**src/rtl/clns_pkg.sv**
```systemverilog
package clns_pkg;

   // Width of the microcode step counter and number of programmed steps.
   localparam int STEP_W     = 5;
   localparam int STEP_COUNT = 25;

   typedef logic [STEP_W-1:0] step_type;

   // Entry points and branch targets in the microcode program.
   localparam step_type STEP_CHAR    = 5'd0;
   localparam step_type STEP_CMD     = 5'd2;
   localparam step_type STEP_CLEAR   = 5'd3;
   localparam step_type STEP_CURSOR  = 5'd5;
   localparam step_type STEP_ROW_BAD = 5'd7;
   localparam step_type STEP_SHL     = 5'd8;
   localparam step_type STEP_SHR     = 5'd10;
   localparam step_type STEP_INIT    = 5'd12;

   // Request modes.
   typedef enum logic [2:0] {
      MODE_CHAR   = 3'd0,
      MODE_CMD    = 3'd1,
      MODE_CLEAR  = 3'd2,
      MODE_CURSOR = 3'd3,
      MODE_SHL    = 3'd4,
      MODE_SHR    = 3'd5,
      MODE_INIT   = 3'd6
   } mode_type;

   // Pin event kinds.
   typedef enum logic [1:0] {
      DRIVE_WAIT  = 2'd0,
      DRIVE_SET   = 2'd1,
      DRIVE_PULSE = 2'd2
   } drive_type;

   // Where the data nibble of an event comes from.
   typedef enum logic [2:0] {
      NIB_CONST   = 3'd0,
      NIB_CHAR_HI = 3'd1,
      NIB_CHAR_LO = 3'd2,
      NIB_CMD     = 3'd3,
      NIB_ADDR_HI = 3'd4,
      NIB_ADDR_LO = 3'd5
   } nib_src_type;

   // Extra delay after an event, encoded.
   typedef enum logic [2:0] {
      WAIT_NONE   = 3'd0,
      WAIT_35     = 3'd1,
      WAIT_70     = 3'd2,
      WAIT_150    = 3'd3,
      WAIT_2000   = 3'd4,
      WAIT_5000   = 3'd5,
      WAIT_150000 = 3'd6
   } wait_code_type;

   localparam logic [7:0] ROW1_BASE = 8'h80;
   localparam logic [7:0] ROW2_BASE = 8'hC0;

   // One microcode control word.
   typedef struct packed {
      drive_type     drive;
      logic          rs;
      nib_src_type   nib_src;
      logic [3:0]    nib_const;
      wait_code_type wait_code;
      logic          last;
      logic          br_bad_row;
      step_type      br_target;
   } ctl_word_type;

   // Sequencer to datapath strobes.
   typedef struct packed {
      logic capture;
      logic emit;
   } seq_ctl_type;

   // Datapath status seen by the sequencer.
   typedef struct packed {
      logic slot_free;
      logic bad_row;
   } dp_status_type;

   // Decode of the wait code to microseconds.
   function automatic logic [17:0] wait_value(wait_code_type code);
      logic [17:0] value;
      unique case (code)
         WAIT_NONE:   value = 18'd0;
         WAIT_35:     value = 18'd35;
         WAIT_70:     value = 18'd70;
         WAIT_150:    value = 18'd150;
         WAIT_2000:   value = 18'd2000;
         WAIT_5000:   value = 18'd5000;
         WAIT_150000: value = 18'd150000;
         default:     value = 18'd0;
      endcase
      return value;
   endfunction

endpackage

```
**src/rtl/char_lcd_nibble_sequencer.sv**
```systemverilog
// Character LCD nibble sequencer for a display in 4-bit mode.
// A request on the req_ channel (mode, char_code, command_nibble, row,
// column) is turned into a run of pin events on the rsp_ channel, one
// event per transaction: drive kind, RS level, data nibble D4..D7 and an
// extra wait in microseconds; rsp_last marks the final event of a request.
// A microcode table holds one control word per event; a step counter walks
// it, with a conditional jump for a cursor request on an invalid row.
// The request is registered in the step counter and the request field
// registers, and each event is registered in the output register; a cursor
// request on an invalid row first takes the jump. Events leave at one per
// cycle while the receiver does not stall; a request with the unused mode
// is taken and gives no event. req_ready is low while a request is in progress.
// When the receiver stalls, the event waits in the output register and the
// step counter holds but for a jump, which needs no free slot. The csr_ port
// writes the enable pulse time, kept for the pin driver. Reset (synchronous,
// active high) empties the block, sets the held RS and data levels to zero
// and the pulse time to one.
module char_lcd_nibble_sequencer
   import clns_pkg::*;
(
   input  logic        clock,
   input  logic        reset,
   input  logic        req_valid,
   output logic        req_ready,
   input  logic [2:0]  req_mode,
   input  logic [7:0]  req_char_code,
   input  logic [3:0]  req_command_nibble,
   input  logic [1:0]  req_row,
   input  logic [5:0]  req_column,
   output logic        rsp_valid,
   input  logic        rsp_ready,
   output logic [1:0]  rsp_drive,
   output logic        rsp_reg_select,
   output logic [3:0]  rsp_nibble,
   output logic [17:0] rsp_wait_us,
   output logic        rsp_last,
   input  logic        csr_wr_en,
   input  logic [9:0]  csr_wr_data
);

   logic          busy_ff, busy_in;
   step_type      step_ff, step_in;
   logic [9:0]    en_pulse_ff;
   ctl_word_type  ctl;
   step_type      entry_step;
   logic          entry_ok;
   seq_ctl_type   seq;
   dp_status_type status;
   logic          accept;
   logic          take_branch;

   clns_ucode_rom u_rom (
      .step       (step_ff),
      .mode       (req_mode),
      .ctl        (ctl),
      .entry_step (entry_step),
      .entry_ok   (entry_ok)
   );

   clns_datapath u_dp (
      .clock              (clock),
      .reset              (reset),
      .ctl                (ctl),
      .seq                (seq),
      .req_char_code      (req_char_code),
      .req_command_nibble (req_command_nibble),
      .req_row            (req_row),
      .req_column         (req_column),
      .rsp_ready          (rsp_ready),
      .status             (status),
      .rsp_valid          (rsp_valid),
      .rsp_drive          (rsp_drive),
      .rsp_reg_select     (rsp_reg_select),
      .rsp_nibble         (rsp_nibble),
      .rsp_wait_us        (rsp_wait_us),
      .rsp_last           (rsp_last)
   );

   // Enable pulse time register for the pin driver.
   always_ff @(posedge clock) begin
      if (reset) begin
         en_pulse_ff <= 10'd1;
      end else if (csr_wr_en) begin
         en_pulse_ff <= csr_wr_data;
      end
   end

   // Sequencer: a step issues its event when the output slot is free, or
   // jumps without an event when its branch condition holds.
   assign req_ready   = !busy_ff;
   assign accept      = req_valid && req_ready;
   assign take_branch = busy_ff && ctl.br_bad_row && status.bad_row;
   assign seq.capture = accept;
   assign seq.emit    = busy_ff && status.slot_free && !take_branch;

   always_comb begin
      busy_in = busy_ff;
      step_in = step_ff;
      priority if (accept) begin
         busy_in = entry_ok;
         step_in = entry_step;
      end else if (take_branch) begin
         step_in = ctl.br_target;
      end else if (seq.emit) begin
         if (ctl.last) begin
            busy_in = 1'b0;
         end else begin
            step_in = step_ff + step_type'(1);
         end
      end
   end

   always_ff @(posedge clock) begin
      if (reset) begin
         busy_ff <= 1'b0;
         step_ff <= STEP_CHAR;
      end else begin
         busy_ff <= busy_in;
         step_ff <= step_in;
      end
   end

   // A valid mode starts a sequence.
   a_start: assert property (@(posedge clock) disable iff (reset)
      accept && entry_ok |=> busy_ff)
      else $error("request with a valid mode did not start a sequence");

   // The step counter never leaves the program while busy.
   a_step_range: assert property (@(posedge clock) disable iff (reset)
      busy_ff |-> (step_ff < step_type'(STEP_COUNT)))
      else $error("step counter outside the microcode program");

   // The final event ends the sequence.
   a_last_ends: assert property (@(posedge clock) disable iff (reset)
      seq.emit && ctl.last |=> !busy_ff && rsp_valid && rsp_last)
      else $error("final event did not end the sequence");

   // A wait-only event is always the final one of its request.
   a_wait_last: assert property (@(posedge clock) disable iff (reset)
      rsp_valid && (rsp_drive == DRIVE_WAIT) |-> rsp_last)
      else $error("wait-only event that is not final");

   // A register write lands in the pulse time register.
   a_csr_write: assert property (@(posedge clock) disable iff (reset)
      csr_wr_en |=> en_pulse_ff == $past(csr_wr_data))
      else $error("enable pulse time write lost");

endmodule

```
**src/rtl/clns_ucode_rom.sv**
```systemverilog
module clns_ucode_rom
   import clns_pkg::*;
(
   input  step_type     step,
   input  logic [2:0]   mode,
   output ctl_word_type ctl,
   output step_type     entry_step,
   output logic         entry_ok
);

   function automatic ctl_word_type cw(drive_type d, logic rs, nib_src_type src,
                                       logic [3:0] nib, wait_code_type w, logic last);
      ctl_word_type word;
      word.drive      = d;
      word.rs         = rs;
      word.nib_src    = src;
      word.nib_const  = nib;
      word.wait_code  = w;
      word.last       = last;
      word.br_bad_row = 1'b0;
      word.br_target  = STEP_ROW_BAD;
      return word;
   endfunction

   // Microcode program, one pin event per step.
   always_comb begin
      unique case (step)
         5'd0:  ctl = cw(DRIVE_PULSE, 1'b1, NIB_CHAR_HI, 4'h0, WAIT_NONE, 1'b0);
         5'd1:  ctl = cw(DRIVE_PULSE, 1'b1, NIB_CHAR_LO, 4'h0, WAIT_NONE, 1'b1);
         5'd2:  ctl = cw(DRIVE_PULSE, 1'b0, NIB_CMD, 4'h0, WAIT_NONE, 1'b1);
         5'd3:  ctl = cw(DRIVE_PULSE, 1'b0, NIB_CONST, 4'h0, WAIT_NONE, 1'b0);
         5'd4:  ctl = cw(DRIVE_PULSE, 1'b0, NIB_CONST, 4'h1, WAIT_70, 1'b1);
         5'd5: begin
            // Branches to the wait-only step when the row is not 1 or 2.
            ctl = cw(DRIVE_PULSE, 1'b0, NIB_ADDR_HI, 4'h0, WAIT_NONE, 1'b0);
            ctl.br_bad_row = 1'b1;
         end
         5'd6:  ctl = cw(DRIVE_PULSE, 1'b0, NIB_ADDR_LO, 4'h0, WAIT_2000, 1'b1);
         5'd7:  ctl = cw(DRIVE_WAIT, 1'b0, NIB_CONST, 4'h0, WAIT_2000, 1'b1);
         5'd8:  ctl = cw(DRIVE_PULSE, 1'b0, NIB_CONST, 4'h1, WAIT_NONE, 1'b0);
         5'd9:  ctl = cw(DRIVE_PULSE, 1'b0, NIB_CONST, 4'h8, WAIT_35, 1'b1);
         5'd10: ctl = cw(DRIVE_PULSE, 1'b0, NIB_CONST, 4'h1, WAIT_NONE, 1'b0);
         5'd11: ctl = cw(DRIVE_PULSE, 1'b0, NIB_CONST, 4'hC, WAIT_35, 1'b1);
         5'd12: ctl = cw(DRIVE_SET, 1'b0, NIB_CONST, 4'h0, WAIT_150000, 1'b0);
         5'd13: ctl = cw(DRIVE_PULSE, 1'b0, NIB_CONST, 4'h3, WAIT_5000, 1'b0);
         5'd14: ctl = cw(DRIVE_PULSE, 1'b0, NIB_CONST, 4'h3, WAIT_150, 1'b0);
         5'd15: ctl = cw(DRIVE_PULSE, 1'b0, NIB_CONST, 4'h3, WAIT_NONE, 1'b0);
         5'd16: ctl = cw(DRIVE_PULSE, 1'b0, NIB_CONST, 4'h2, WAIT_NONE, 1'b0);
         5'd17: ctl = cw(DRIVE_PULSE, 1'b0, NIB_CONST, 4'h2, WAIT_NONE, 1'b0);
         5'd18: ctl = cw(DRIVE_PULSE, 1'b0, NIB_CONST, 4'h8, WAIT_NONE, 1'b0);
         5'd19: ctl = cw(DRIVE_PULSE, 1'b0, NIB_CONST, 4'h0, WAIT_NONE, 1'b0);
         5'd20: ctl = cw(DRIVE_PULSE, 1'b0, NIB_CONST, 4'hC, WAIT_NONE, 1'b0);
         5'd21: ctl = cw(DRIVE_PULSE, 1'b0, NIB_CONST, 4'h0, WAIT_NONE, 1'b0);
         5'd22: ctl = cw(DRIVE_PULSE, 1'b0, NIB_CONST, 4'h6, WAIT_NONE, 1'b0);
         5'd23: ctl = cw(DRIVE_PULSE, 1'b0, NIB_CONST, 4'h0, WAIT_NONE, 1'b0);
         5'd24: ctl = cw(DRIVE_PULSE, 1'b0, NIB_CONST, 4'h1, WAIT_NONE, 1'b1);
         default: ctl = cw(DRIVE_WAIT, 1'b0, NIB_CONST, 4'h0, WAIT_NONE, 1'b1);
      endcase
   end

   // Entry point of each mode; the unused mode starts nothing.
   always_comb begin
      entry_ok = 1'b1;
      unique case (mode)
         MODE_CHAR:   entry_step = STEP_CHAR;
         MODE_CMD:    entry_step = STEP_CMD;
         MODE_CLEAR:  entry_step = STEP_CLEAR;
         MODE_CURSOR: entry_step = STEP_CURSOR;
         MODE_SHL:    entry_step = STEP_SHL;
         MODE_SHR:    entry_step = STEP_SHR;
         MODE_INIT:   entry_step = STEP_INIT;
         default: begin
            entry_step = STEP_CHAR;
            entry_ok   = 1'b0;
         end
      endcase
   end

endmodule

```
**src/rtl/clns_datapath.sv**
```systemverilog
module clns_datapath
   import clns_pkg::*;
(
   input  logic          clock,
   input  logic          reset,
   input  ctl_word_type  ctl,
   input  seq_ctl_type   seq,
   input  logic [7:0]    req_char_code,
   input  logic [3:0]    req_command_nibble,
   input  logic [1:0]    req_row,
   input  logic [5:0]    req_column,
   input  logic          rsp_ready,
   output dp_status_type status,
   output logic          rsp_valid,
   output logic [1:0]    rsp_drive,
   output logic          rsp_reg_select,
   output logic [3:0]    rsp_nibble,
   output logic [17:0]   rsp_wait_us,
   output logic          rsp_last
);

   logic [7:0]  char_ff;
   logic [3:0]  cmd_ff;
   logic [1:0]  row_ff;
   logic [5:0]  col_ff;
   logic        held_rs_ff, held_rs_in;
   logic [3:0]  held_nib_ff, held_nib_in;
   logic        valid_ff, valid_in;
   drive_type   drive_ff;
   logic        rs_ff;
   logic [3:0]  nib_ff;
   logic [17:0] wait_ff;
   logic        last_ff;
   logic [7:0]  addr;
   logic [3:0]  nib_sel;

   // Request fields held for the whole sequence.
   always_ff @(posedge clock) begin
      if (seq.capture) begin
         char_ff <= req_char_code;
         cmd_ff  <= req_command_nibble;
         row_ff  <= req_row;
         col_ff  <= req_column;
      end
   end

   // DDRAM address for the cursor command, wrapping in 8 bits.
   assign addr = ((row_ff == 2'd1) ? ROW1_BASE : ROW2_BASE) + {2'b00, col_ff} - 8'd1;

   assign status.bad_row   = (row_ff == 2'd0) || (row_ff == 2'd3);
   assign status.slot_free = !valid_ff || rsp_ready;

   // Nibble source selection.
   always_comb begin
      unique case (ctl.nib_src)
         NIB_CONST:   nib_sel = ctl.nib_const;
         NIB_CHAR_HI: nib_sel = char_ff[7:4];
         NIB_CHAR_LO: nib_sel = char_ff[3:0];
         NIB_CMD:     nib_sel = cmd_ff;
         NIB_ADDR_HI: nib_sel = addr[7:4];
         NIB_ADDR_LO: nib_sel = addr[3:0];
         default:     nib_sel = ctl.nib_const;
      endcase
   end

   // Held pin levels follow every event that drives the pins.
   always_comb begin
      held_rs_in  = held_rs_ff;
      held_nib_in = held_nib_ff;
      if (seq.emit && ctl.drive != DRIVE_WAIT) begin
         held_rs_in  = ctl.rs;
         held_nib_in = nib_sel;
      end
      valid_in = valid_ff;
      if (seq.emit) begin
         valid_in = 1'b1;
      end else if (rsp_ready) begin
         valid_in = 1'b0;
      end
   end

   always_ff @(posedge clock) begin
      if (reset) begin
         held_rs_ff  <= 1'b0;
         held_nib_ff <= 4'h0;
         valid_ff    <= 1'b0;
      end else begin
         held_rs_ff  <= held_rs_in;
         held_nib_ff <= held_nib_in;
         valid_ff    <= valid_in;
      end
   end

   // Output register of the event channel.
   always_ff @(posedge clock) begin
      if (seq.emit) begin
         drive_ff <= ctl.drive;
         rs_ff    <= held_rs_in;
         nib_ff   <= held_nib_in;
         wait_ff  <= wait_value(ctl.wait_code);
         last_ff  <= ctl.last;
      end
   end

   assign rsp_valid      = valid_ff;
   assign rsp_drive      = drive_ff;
   assign rsp_reg_select = rs_ff;
   assign rsp_nibble     = nib_ff;
   assign rsp_wait_us    = wait_ff;
   assign rsp_last       = last_ff;

endmodule

```
**config.mk**
```make
export PLATFORM = sky130hd
export DESIGN_NAME = char_lcd_nibble_sequencer
export DESIGN_NICKNAME = d
export VERILOG_FILES = /design/src/rtl/clns_pkg.sv /design/src/rtl/char_lcd_nibble_sequencer.sv /design/src/rtl/clns_ucode_rom.sv /design/src/rtl/clns_datapath.sv
export SDC_FILE = /design/constraint.sdc
export NUM_CORES = 1
export LEC_CHECK = 0
export ABC_AREA = 1
export BUFFER_PORTS_ARGS = -buffer_cell sky130_fd_sc_hd__buf_2
export CAP_MARGIN = 0
export CORE_MARGIN = 4
export CORE_UTILIZATION = 59
export CTS_CLUSTER_SIZE = 40
export DETAILED_ROUTE_END_ITERATION = 12
export PLACE_DENSITY_LB_ADDON = 0.1
export SLEW_MARGIN = 20
export SYNTH_ARGS = -nofsm -noshare
export SYNTH_HDL_FRONTEND = slang
export SYNTH_SLANG_ARGS = --single-unit
```
**constraint.sdc**
```tcl
create_clock -name clock -period 4.7 [get_ports clock]
set_input_delay 0.235 -clock clock [delete_from_list [all_inputs] [get_ports clock]]
set_output_delay 0.235 -clock clock [all_outputs]
set_load 0.1 [all_outputs]
```
==> impl_metrics.env, run 1 <==
export IMPL_layout_common_cells="76 x nand2_1, 51 x buf_2, 40 x edfxtp_1, 39 x inv_1, 30 x nor2_1"
export IMPL_critPathMaxFanout=21
export IMPL_postCtsSetupRepairBufs=0
export IMPL_yosysUniqueCellTypes=34
export IMPL_fin_skew_ns=0.01569
export IMPL_grt_setup_unrepaired="no"
export IMPL_drv_cap=0
export IMPL_finalSetupTns_ns=0
export IMPL_hold_depth=1
export IMPL_path_class="flop to flop"
export IMPL_drc=0
export IMPL_vdd_drop_max_mv=0.2307
export IMPL_synth_edf_count=40
export IMPL_rrSetupSlack_ns=2.19
export IMPL_hold_viol=0
export IMPL_std_cell_rows=26
export IMPL_ys_async_sr_fraction=0
export IMPL_end_kind="flop"
export IMPL_critPathRequiredTime_ns=4.96
export IMPL_finalMaxSlewViolations=0
export IMPL_start_util=0.6166
export IMPL_cp_start_kind="flop"
export IMPL_fmax_mhz=398.8
export IMPL_io_pins=66
export IMPL_worst_pin_slew_ns=0.8217
export IMPL_max_slew_margin=0.4516
export IMPL_hp_start="req_char_code[7]"
export IMPL_grt_pass1_wl_um=10130
export IMPL_cts_path_max_buffers=2
export IMPL_synth_ff_type="edfxtp_1"
export IMPL_period_needed_ns=2.507
export IMPL_die_x_um=81.52
export IMPL_dpl_hpwl_um=4405
export IMPL_track_usage=0.2040
export IMPL_gp_congestion=0.8912
export IMPL_final_layout_size_suffix_gt1_frac=0.2519
export IMPL_clock_sinks=67
export IMPL_dieArea_mm2=0.006646
export IMPL_min_to="u_dp.char_ff[7]$_DFFE_PP_"
export IMPL_synth_avg_cell_area_um2=9.520
export IMPL_routed_wl_um=5963
export IMPL_cts_hold_buffers=0
export IMPL_antenna_cells=0
export IMPL_ys_ff_latch=67
export IMPL_fin_nets=437
export IMPL_fin_area_mm2=0.003725
export IMPL_clock_latency_ns=0.34
export IMPL_arrival_ns=2.77
export IMPL_cts_resized=0
export IMPL_syn_to_final_growth_pct=16.79
export IMPL_placed_area_mm2=0.003491
export IMPL_port_buffers=51
export IMPL_power_w=0.001753
export IMPL_clk_pin_slew_ns=0.07
export IMPL_yosysWarningCount=0
export IMPL_syn_cell_area_mm2=0.003189
export IMPL_ff2ff_path_depth=9
export IMPL_vias=2367
export IMPL_ys_seq_area_frac=0.5461
export IMPL_period_share=0.5335
export IMPL_setup_violations_final=0
export IMPL_ant_nets=0
export IMPL_r2r_end="u_dp.held_nib_ff[1]$_SDFF_PP0_"
export IMPL_overflow=0
export IMPL_final_common_cell="nand2_1"
export IMPL_die_h_um=81.52
export IMPL_synthCells=335
export IMPL_cts_buffers=9
export IMPL_drt_wirelength_per_cell_um=12.77
export IMPL_cts_root_buf="clkbuf_8"
export IMPL_tritoncts="yes"
export IMPL_grt_max_degree=25
export IMPL_dr_first_iter_drc_count=131
export IMPL_core_mm2=0.005172
export IMPL_firstDrtPassIters=5
export IMPL_vias_per_cell=5.069
export IMPL_grt_pass1_vias=2319
export IMPL_cellPowerDensity_mw_per_mm2=470.8
export IMPL_r2r_start="u_dp.row_ff[0]$_DFFE_PP_"
export IMPL_startpoint="u_dp.row_ff[0]$_DFFE_PP_"
export IMPL_p_leak_nw=1.688
export IMPL_antenna_found_initial=0
export IMPL_h_tree_depth=3
export IMPL_hold_path_class="primary input to flop"
export IMPL_outcome="complete, no violations"
cell type report:
type / instances / area, um2
Clock buffer: 12 / 135.1
Clock inverter: 4 / 98.84
Fill cell: 400 / 1448
Inverter: 47 / 193.9
Multi-Input combinational cell: 216 / 1212
Sequential cell: 67 / 1742
Tap cell: 70 / 87.58
Timing Repair Buffer: 51 / 255.2
critical path, stage by stage, from the launching register on:
cell and delay [ns]:
edfxtp_1 0.39, ha_1 0.31, nand3_2 0.13, nand3_1 0.14
inv_1 0.63, o21ai_2 0.26, inv_1 0.15, o21ai_0 0.10
a21o_1 0.17, a21oi_1 0.13
flip-flops by register name, indices dropped and copies added, names as in the netlist:
register / cells
busy_ff: 1
step_ff: 5
u_dp.char_ff: 8
u_dp.cmd_ff: 4
u_dp.col_ff: 6
u_dp.held_nib_ff: 4
u_dp.held_rs_ff: 1
u_dp.row_ff: 2
u_dp.rsp_drive: 2
u_dp.rsp_last: 1
u_dp.rsp_nibble: 4
u_dp.rsp_reg_select: 1
u_dp.rsp_valid: 1
u_dp.rsp_wait_us: 12
u_rom.ctl: 15
metal layers:
| metal | track usage | up-vias | part of all wire |
|---|---|---|---|
| li1 | - | 1213 | - |
| met1 | 0.2432 | 1082 | 0.42 |
| met2 | 0.3420 | 58 | 0.50 |
| met4 | 0.1014 | 0 | 0.025 |
| met3 | 0.05154 | 14 | 0.047 |
| met5 | 0 | - | 0 |
through the flow:
stage / instances / setup WS, ns / hold WS (ns) / util
4_1_cts: 467 / 2.178 / 0.05238 / 0.7201
5_1_grt: 467 / 1.965 / 0.04345 / 0.7201
6_report: 467 / 2.193 / 0.06256 / 0.7201
2_1_floorplan: 337 / 2.170 / 0.3339 / -
3_5_place_dp: 451 / 2.208 / 0.4137 / 0.6749
3_3_place_gp: 451 / 2.288 / 0.4120 / 0.6749
report_power, final:
| part | internal (W) | switching [W] |
|---|---|---|
| registers | 0.000693 | 0.0000278 |
| logic | 0.000110 | 0.000364 |
| clock network | 0.000354 | 0.000204 |
cell usage after synthesis (2+ instances only):
cell type	number	share of area
nand3_1	28	0.044
o21ai_0	9	0.014
nor2_4	3	0.011
inv_1	39	0.046
nor3_1	5	0.0078
nand2_4	2	0.0071
nand2_2	6	0.012
buf_4	6	0.014
nand2_8	4	0.025
nand4_1	9	0.018
nand2_1	76	0.089
nor2_1	30	0.035
nand3_4	4	0.022
ha_1	7	0.027
inv_2	5	0.0059
nand3_2	5	0.016
inv_8	2	0.0071
a21oi_1	13	0.020
nor3b_1	2	0.0047
dfxtp_1	27	0.17
edfxtp_1	40	0.38
worst max path at each step:
stage | depth (start not counted) | to | slack (ns)
after floorplan | 8 | u_dp.rsp_reg_select$_DFFE_PP_ | 2.17
after global placement | 9 | u_dp.rsp_nibble[1]$_DFFE_PP_ | 2.29
after detailed placement | 9 | u_dp.held_nib_ff[1]$_SDFF_PP0_ | 2.21
after CTS | 9 | u_dp.held_nib_ff[1]$_SDFF_PP0_ | 2.18
after global routing | 9 | u_dp.held_nib_ff[1]$_SDFF_PP0_ | 1.96
final | 9 | u_dp.held_nib_ff[1]$_SDFF_PP0_ | 2.19
cell families (layout without fill, tap and decap cells):
| family | count (synthesis) | in the layout | synth area share |
|---|---|---|---|
| buf+inv | 54 | 114 | 0.07611 |
| fa+ha+maj | 7 | 7 | 0.02746 |
| other cells | 1 | 3 | 0.001176 |
| compound gates | 28 | 28 | 0.04904 |
| flops | 67 | 67 | 0.5461 |
| simple gates | 178 | 178 | 0.3001 |
(Power assumes the default switching activity.)
==> run 2, diff against run 1 <==
--- a/config.mk
+++ b/config.mk
@@ -9,7 +9,7 @@
 export BUFFER_PORTS_ARGS = -buffer_cell sky130_fd_sc_hd__buf_2
 export CAP_MARGIN = 0
 export CORE_MARGIN = 4
-export CORE_UTILIZATION = 59
+export CORE_UTILIZATION = 54
 export CTS_CLUSTER_SIZE = 40
 export DETAILED_ROUTE_END_ITERATION = 12
 export PLACE_DENSITY_LB_ADDON = 0.1
==> constraint.sdc (replaced) <==
create_clock -name clock -period 2.4 [get_ports clock]
set_input_delay 0.12 -clock clock [delete_from_list [all_inputs] [get_ports clock]]
set_output_delay 0.12 -clock clock [all_outputs]
set_load 0.1 [all_outputs]
==> impl_metrics.env, run 2 (same netlist as run 1, synthesis figures left out) <==
export IMPL_cts_root_buf="clkbuf_8"
export IMPL_std_cell_rows=27
export IMPL_postCtsSetupRepairBufs=0
export IMPL_core_mm2=0.005608
export IMPL_crit_path_end="u_rom.ctl[13]$_DFF_P_"
export IMPL_finalSetupTns_ns=0
export IMPL_overflow=0
export IMPL_fmax_mhz=466.5
export IMPL_largest_reg_flops=15
export IMPL_cts_buffers=9
export IMPL_firstDrtPassIters=4
export IMPL_vias_per_cell=4.980
export IMPL_rrSetupSlack_ns=0.26
export IMPL_cp_start_kind="flop"
export IMPL_clock_latency_ns=0.34
export IMPL_track_usage=0.1823
export IMPL_cellPowerDensity_mw_per_mm2=812.4
export IMPL_vdd_drop_max_mv=0.4436
export IMPL_die_x_um=84.85
export IMPL_antenna_found_initial=0
export IMPL_routed_wl_um=6110
export IMPL_outcome="complete, no violations"
export IMPL_ant_nets=0
export IMPL_clock_sinks=67
export IMPL_grt_max_degree=22
export IMPL_period_needed_ns=2.144
export IMPL_critPathMaxFanout=8
export IMPL_layout_common_cells="76 x nand2_1, 51 x buf_2, 40 x edfxtp_1, 39 x inv_1, 30 x nor2_1"
export IMPL_die_h_um=84.85
export IMPL_drt_wirelength_per_cell_um=12.44
export IMPL_dpl_hpwl_um=4413
export IMPL_p_leak_nw=1.747
export IMPL_h_tree_depth=3
export IMPL_cts_hold_buffers=20
export IMPL_grt_pass1_wl_um=10200
export IMPL_hold_viol=0
export IMPL_startpoint="u_dp.row_ff[0]$_DFFE_PP_"
export IMPL_gp_congestion=0.8300
export IMPL_holdWs_ns=0.09875
export IMPL_antenna_cells=0
export IMPL_vias=2445
export IMPL_syn_to_final_growth_pct=21.38
export IMPL_cts_resized=0
export IMPL_arrival_ns=2.37
export IMPL_tritoncts="yes"
export IMPL_cts_path_max_buffers=2
export IMPL_r2r_start="u_dp.row_ff[0]$_DFFE_PP_"
export IMPL_start_util=0.5687
export IMPL_grt_setup_unrepaired="no"
export IMPL_period_share=0.8931
export IMPL_finalMaxSlewViolations=0
export IMPL_ff2ff_path_depth=13
export IMPL_grt_pass1_vias=2217
export IMPL_fin_skew_ns=0.008716
export IMPL_dr_first_iter_drc_count=187
export IMPL_final_layout_size_suffix_gt1_frac=0.2482
export IMPL_drc=0
export IMPL_end_kind="flop"
export IMPL_port_buffers=51
export IMPL_path_class="flop to flop"
export IMPL_clk_pin_slew_ns=0.07
export IMPL_hold_path_class="primary input to flop"
export IMPL_r2r_end="u_rom.ctl[13]$_DFF_P_"
export IMPL_drv_cap=0
export IMPL_setup_violations_final=0
export IMPL_critPathRequiredTime_ns=2.63
export IMPL_final_common_cell="nand2_1"
export IMPL_dieArea_mm2=0.007200
export IMPL_fin_nets=459
export IMPL_io_pins=66
export IMPL_filler_cell_count=456
## run 2: cell types whose count changed in the layout (fill, tap and decap cells not counted), sizes merged
cell,delta
buf,+2
bufinv,-3
clkbuf,-2
clkinv,+3
clkinvlp,+2
dlygate4sd3,+20
## run 2: worst min path at each step
stage | from | cells after the start | to | slack, ns
after floorplan | req_char_code[0] | 0 | u_dp.char_ff[0]$_DFFE_PP_ | 0.22
after global placement | req_row[1] | 1 | u_dp.row_ff[1]$_DFFE_PP_ | 0.30
after detailed placement | req_row[1] | 1 | u_dp.row_ff[1]$_DFFE_PP_ | 0.30
after CTS | reset | 2 | u_dp.held_nib_ff[1]$_SDFF_PP0_ | 0.08
after global routing | reset | 2 | u_dp.held_nib_ff[3]$_SDFF_PP0_ | 0.09
final | reset | 2 | u_dp.held_rs_ff$_SDFF_PP0_ | 0.1
## run 2: cell type report
type,instances,area [um2],share of cell area
Tap cell,72,90.09,0.02327
Timing Repair Buffer,73,470.5,0.1215
Inverter,47,193.9,0.05010
Sequential cell,67,1743,0.4502
Clock buffer,10,127.6,0.03297
Multi-Input combinational cell,216,1212,0.3132
Clock inverter,6,33.78,0.008727
## run 2: stage by stage
step / std cells / setup WS (ns) / area, um2 / total power (W) / util
3_5_place_dp: 455 / 0.2639 / 3510 / 0.002370 / 0.6258
2_1_floorplan: 337 / 0.2381 / 3198 / 0.002197 / -
6_report: 491 / 0.2565 / 3871 / 0.003145 / 0.6903
5_1_grt: 491 / 0.08004 / 3871 / 0.003334 / 0.6903
3_3_place_gp: 455 / 0.2887 / 3510 / 0.002357 / 0.6258
4_1_cts: 491 / 0.2466 / 3871 / 0.003165 / 0.6903
## run 2: where the power goes
| group | switching, W | internal [W] | leakage [nW] |
|---|---|---|---|
| Combinational | 0.000716 | 0.000241 | 1.07 |
| Sequential | 0.0000528 | 0.00136 | 0.602 |
| Clock | 0.000414 | 0.000365 | 0.0795 |
| Total | 0.00118 | 0.00196 | 1.75 |
## run 2: worst max-delay path: stages (launching register included)
cell and delay [ns]:
edfxtp_1 0.37, ha_1 0.30, nand3_2 0.13, nand2_4 0.13, inv_8 0.05, nand2_8 0.07, nand3_1 0.07, nand2_1 0.11
nand2_2 0.15, ha_1 0.27, inv_1 0.14, nand3_1 0.09, nand4_1 0.09, nand2_1 0.06
## run 2: routing by layer
metal | up-vias | GRT usage | share of wire
met3 | 10 | 0.04563 | 0.063
met5 | - | 0 | 0
li1 | 1262 | - | -
met4 | 0 | 0.07770 | 0.018
met1 | 1101 | 0.2439 | 0.45
met2 | 72 | 0.2826 | 0.47
==> run 3, diff against run 2 <==
--- a/config.mk
+++ b/config.mk
@@ -6,12 +6,12 @@
 export NUM_CORES = 1
 export LEC_CHECK = 0
 export ABC_AREA = 1
-export BUFFER_PORTS_ARGS = -buffer_cell sky130_fd_sc_hd__buf_2
 export CAP_MARGIN = 0
 export CORE_MARGIN = 4
-export CORE_UTILIZATION = 54
+export CORE_UTILIZATION = 63
 export CTS_CLUSTER_SIZE = 40
 export DETAILED_ROUTE_END_ITERATION = 12
+export DONT_BUFFER_PORTS = 1
 export PLACE_DENSITY_LB_ADDON = 0.1
 export SLEW_MARGIN = 20
 export SYNTH_ARGS = -nofsm -noshare
==> constraint.sdc (replaced) <==
create_clock -name clock -period 2 [get_ports clock]
set_input_delay 0.1 -clock clock [delete_from_list [all_inputs] [get_ports clock]]
set_output_delay 0.1 -clock clock [all_outputs]
set_load 0.1 [all_outputs]
==> impl_metrics.env, run 3 (same netlist as run 1, synthesis figures left out) <==
export IMPL_crit_path_frequent_cell="nand2_8"
export IMPL_finalSetupTns_ns=-0.2998
export IMPL_track_usage=0.2515
export IMPL_die_h_um=79.15
export IMPL_dp_slack_ns=-0.05032
export IMPL_outcome="finished, violations left"
export IMPL_critPathMaxFanout=9
export IMPL_fmax_mhz=481.8
export IMPL_start_util=0.6621
export IMPL_clock_sinks=67
export IMPL_vias_per_cell=5.565
export IMPL_drc=0
export IMPL_firstDrtPassIters=5
export IMPL_cellPowerDensity_mw_per_mm2=972.5
export IMPL_fin_skew_ns=0.008212
export IMPL_h_tree_depth=3
export IMPL_grt_max_degree=21
export IMPL_cts_buffers=9
export IMPL_filler_cell_count=241
export IMPL_vias=2677
export IMPL_gp_congestion=0.8604
export IMPL_period_share=1.038
export IMPL_cp_start_kind="flop"
export IMPL_dpl_hpwl_um=4492
export IMPL_layout_common_cells="73 x nand2_1, 40 x edfxtp_1, 39 x buf_4, 31 x inv_1, 29 x nor2_1"
export IMPL_arrival_ns=2.31
export IMPL_critPathRequiredTime_ns=2.23
export IMPL_clock_latency_ns=0.34
export IMPL_grt_pass1_wl_um=11820
export IMPL_use_met3=0.06236
export IMPL_io_pins=66
export IMPL_period_needed_ns=2.076
export IMPL_die_x_um=79.15
export IMPL_grtUsageMet1=0.3115
export IMPL_grt_use_met2=0.4251
export IMPL_hold_path_class="primary input to flop"
export IMPL_final_layout_size_suffix_gt1_frac=0.2971
export IMPL_fin_nets=454
export IMPL_multi_input_area_mm2=0.001334
export IMPL_finalMaxSlewViolations=0
export IMPL_port_buffers=0
export IMPL_path_class="flop to flop"
export IMPL_cts_root_buf="clkbuf_8"
export IMPL_seq_area_mm2=0.001747
export IMPL_violations="negative setup slack"
export IMPL_grt_pass1_vias=2552
export IMPL_final_core_util=0.8673
export IMPL_syn_to_final_growth_pct=30.99
export IMPL_cp_slowest_cell="edfxtp_1"
export IMPL_grt_setup_unrepaired="yes"
export IMPL_cp_slowest_stage_delay_ns=0.43
export IMPL_path_cells="ha_4 > nand3_4 > nand2_4 > inv_8 > nand2_8 > buf_4 > buf_4 > nand3_4 > nand2_8 > nand2_8 > clkinv_8 > nor2_4 > nor2_1 > nor2_1"
export IMPL_drt_wirelength_per_cell_um=16.55
export IMPL_ant_nets=0
export IMPL_tritoncts="yes"
export IMPL_drv_cap=0
export IMPL_busiest_layer="met2"
export IMPL_vdd_drop_max_mv=0.7215
export IMPL_largest_reg_flops=15
export IMPL_antenna_found_initial=0
export IMPL_overflow=0
export IMPL_fin_ws_ns=-0.07568
export IMPL_p_leak_nw=1.795
export IMPL_end_kind="flop"
export IMPL_antenna_cells=0
export IMPL_setup_violations_final=9
export IMPL_final_common_cell="nand2_1"
export IMPL_std_cell_rows=25
export IMPL_hold_viol=0
export IMPL_core_mm2=0.004817
export IMPL_dieArea_mm2=0.006265
export IMPL_routed_wl_um=7961
export IMPL_placed_area_mm2=0.003567
export IMPL_clk_pin_slew_ns=0.07
export IMPL_fin_area_mm2=0.004178
export IMPL_dr_first_iter_drc_count=229
export IMPL_cts_path_max_buffers=2
[run 3: cell count changes in the layout (fill, tap and decap cells not counted), sizes merged]
cell	delta
clkinvlp	+1
clkbuf	+1
buf	-6
dlygate4sd3	+1
inv	-2
[run 3: final timing paths]
kind,start,to,slack (ns),depth (start not counted)
worst max-delay path,u_dp.row_ff[0]$_DFFE_PP_,u_rom.ctl[19]$_DFF_P_,-0.08,14
worst min-delay path,rsp_ready,u_dp.rsp_valid$_SDFFE_PP0P_,0.08,3
worst max register to register,u_dp.row_ff[0]$_DFFE_PP_,u_rom.ctl[19]$_DFF_P_,-0.08,14
worst min register to register,u_dp.held_nib_ff[0]$_SDFF_PP0_,u_dp.held_nib_ff[0]$_SDFF_PP0_,0.47,2
[run 3: timing repair]
action	CTS	global route
hold buffers	21	0
setup buffers	2	9
pin swaps	4	9
endpoints found under the hold margin	27	0
setup endpoints to repair	5	15
gates resized for setup	9	30
[run 3: per-stage QoR]
step,hold slack (ns),total power [W],cells
final,0.08435,0.004063,481
after global routing,0.08923,0.004232,481
after CTS,0.07233,0.003912,472
after detailed placement,0.1723,0.002904,433
after global placement,0.1683,0.002878,433
after floorplan,0.1989,0.002645,337
[run 3: report_power, final]
part / leakage (nW) / total (W) / internal, W / switching, W
Clock: 0.0791 / 0.000953 / 0.000444 / 0.000509
Combinational: 1.11 / 0.00140 / 0.000427 / 0.000974
Sequential: 0.603 / 0.00171 / 0.00163 / 0.0000805
[run 3: critical path: cells and delay by family, from the launching register on]
kind          cells  cell delay [ns]
flops             1             0.43
simple gates      9             0.82
fa+ha+maj         1             0.30
buf+inv           4             0.40
[run 3: layer usage]
metal / routed length (um) / vias to the layer above
li1: - / 1249
met2: 4070 / 156
met1: 3050 / 1249
met5: 0 / -
met3: 658 / 23
met4: 182 / 0
[run 3: area by class of cell]
| type | count | area share |
|---|---|---|
| Tap cell | 67 | 0.02007 |
| Clock buffer | 11 | 0.03145 |
| Clock inverter | 5 | 0.007188 |
| Sequential cell | 67 | 0.4181 |
| Multi-Input combinational cell | 216 | 0.3193 |
| Timing Repair Buffer | 68 | 0.1518 |
| Inverter | 47 | 0.05211 |
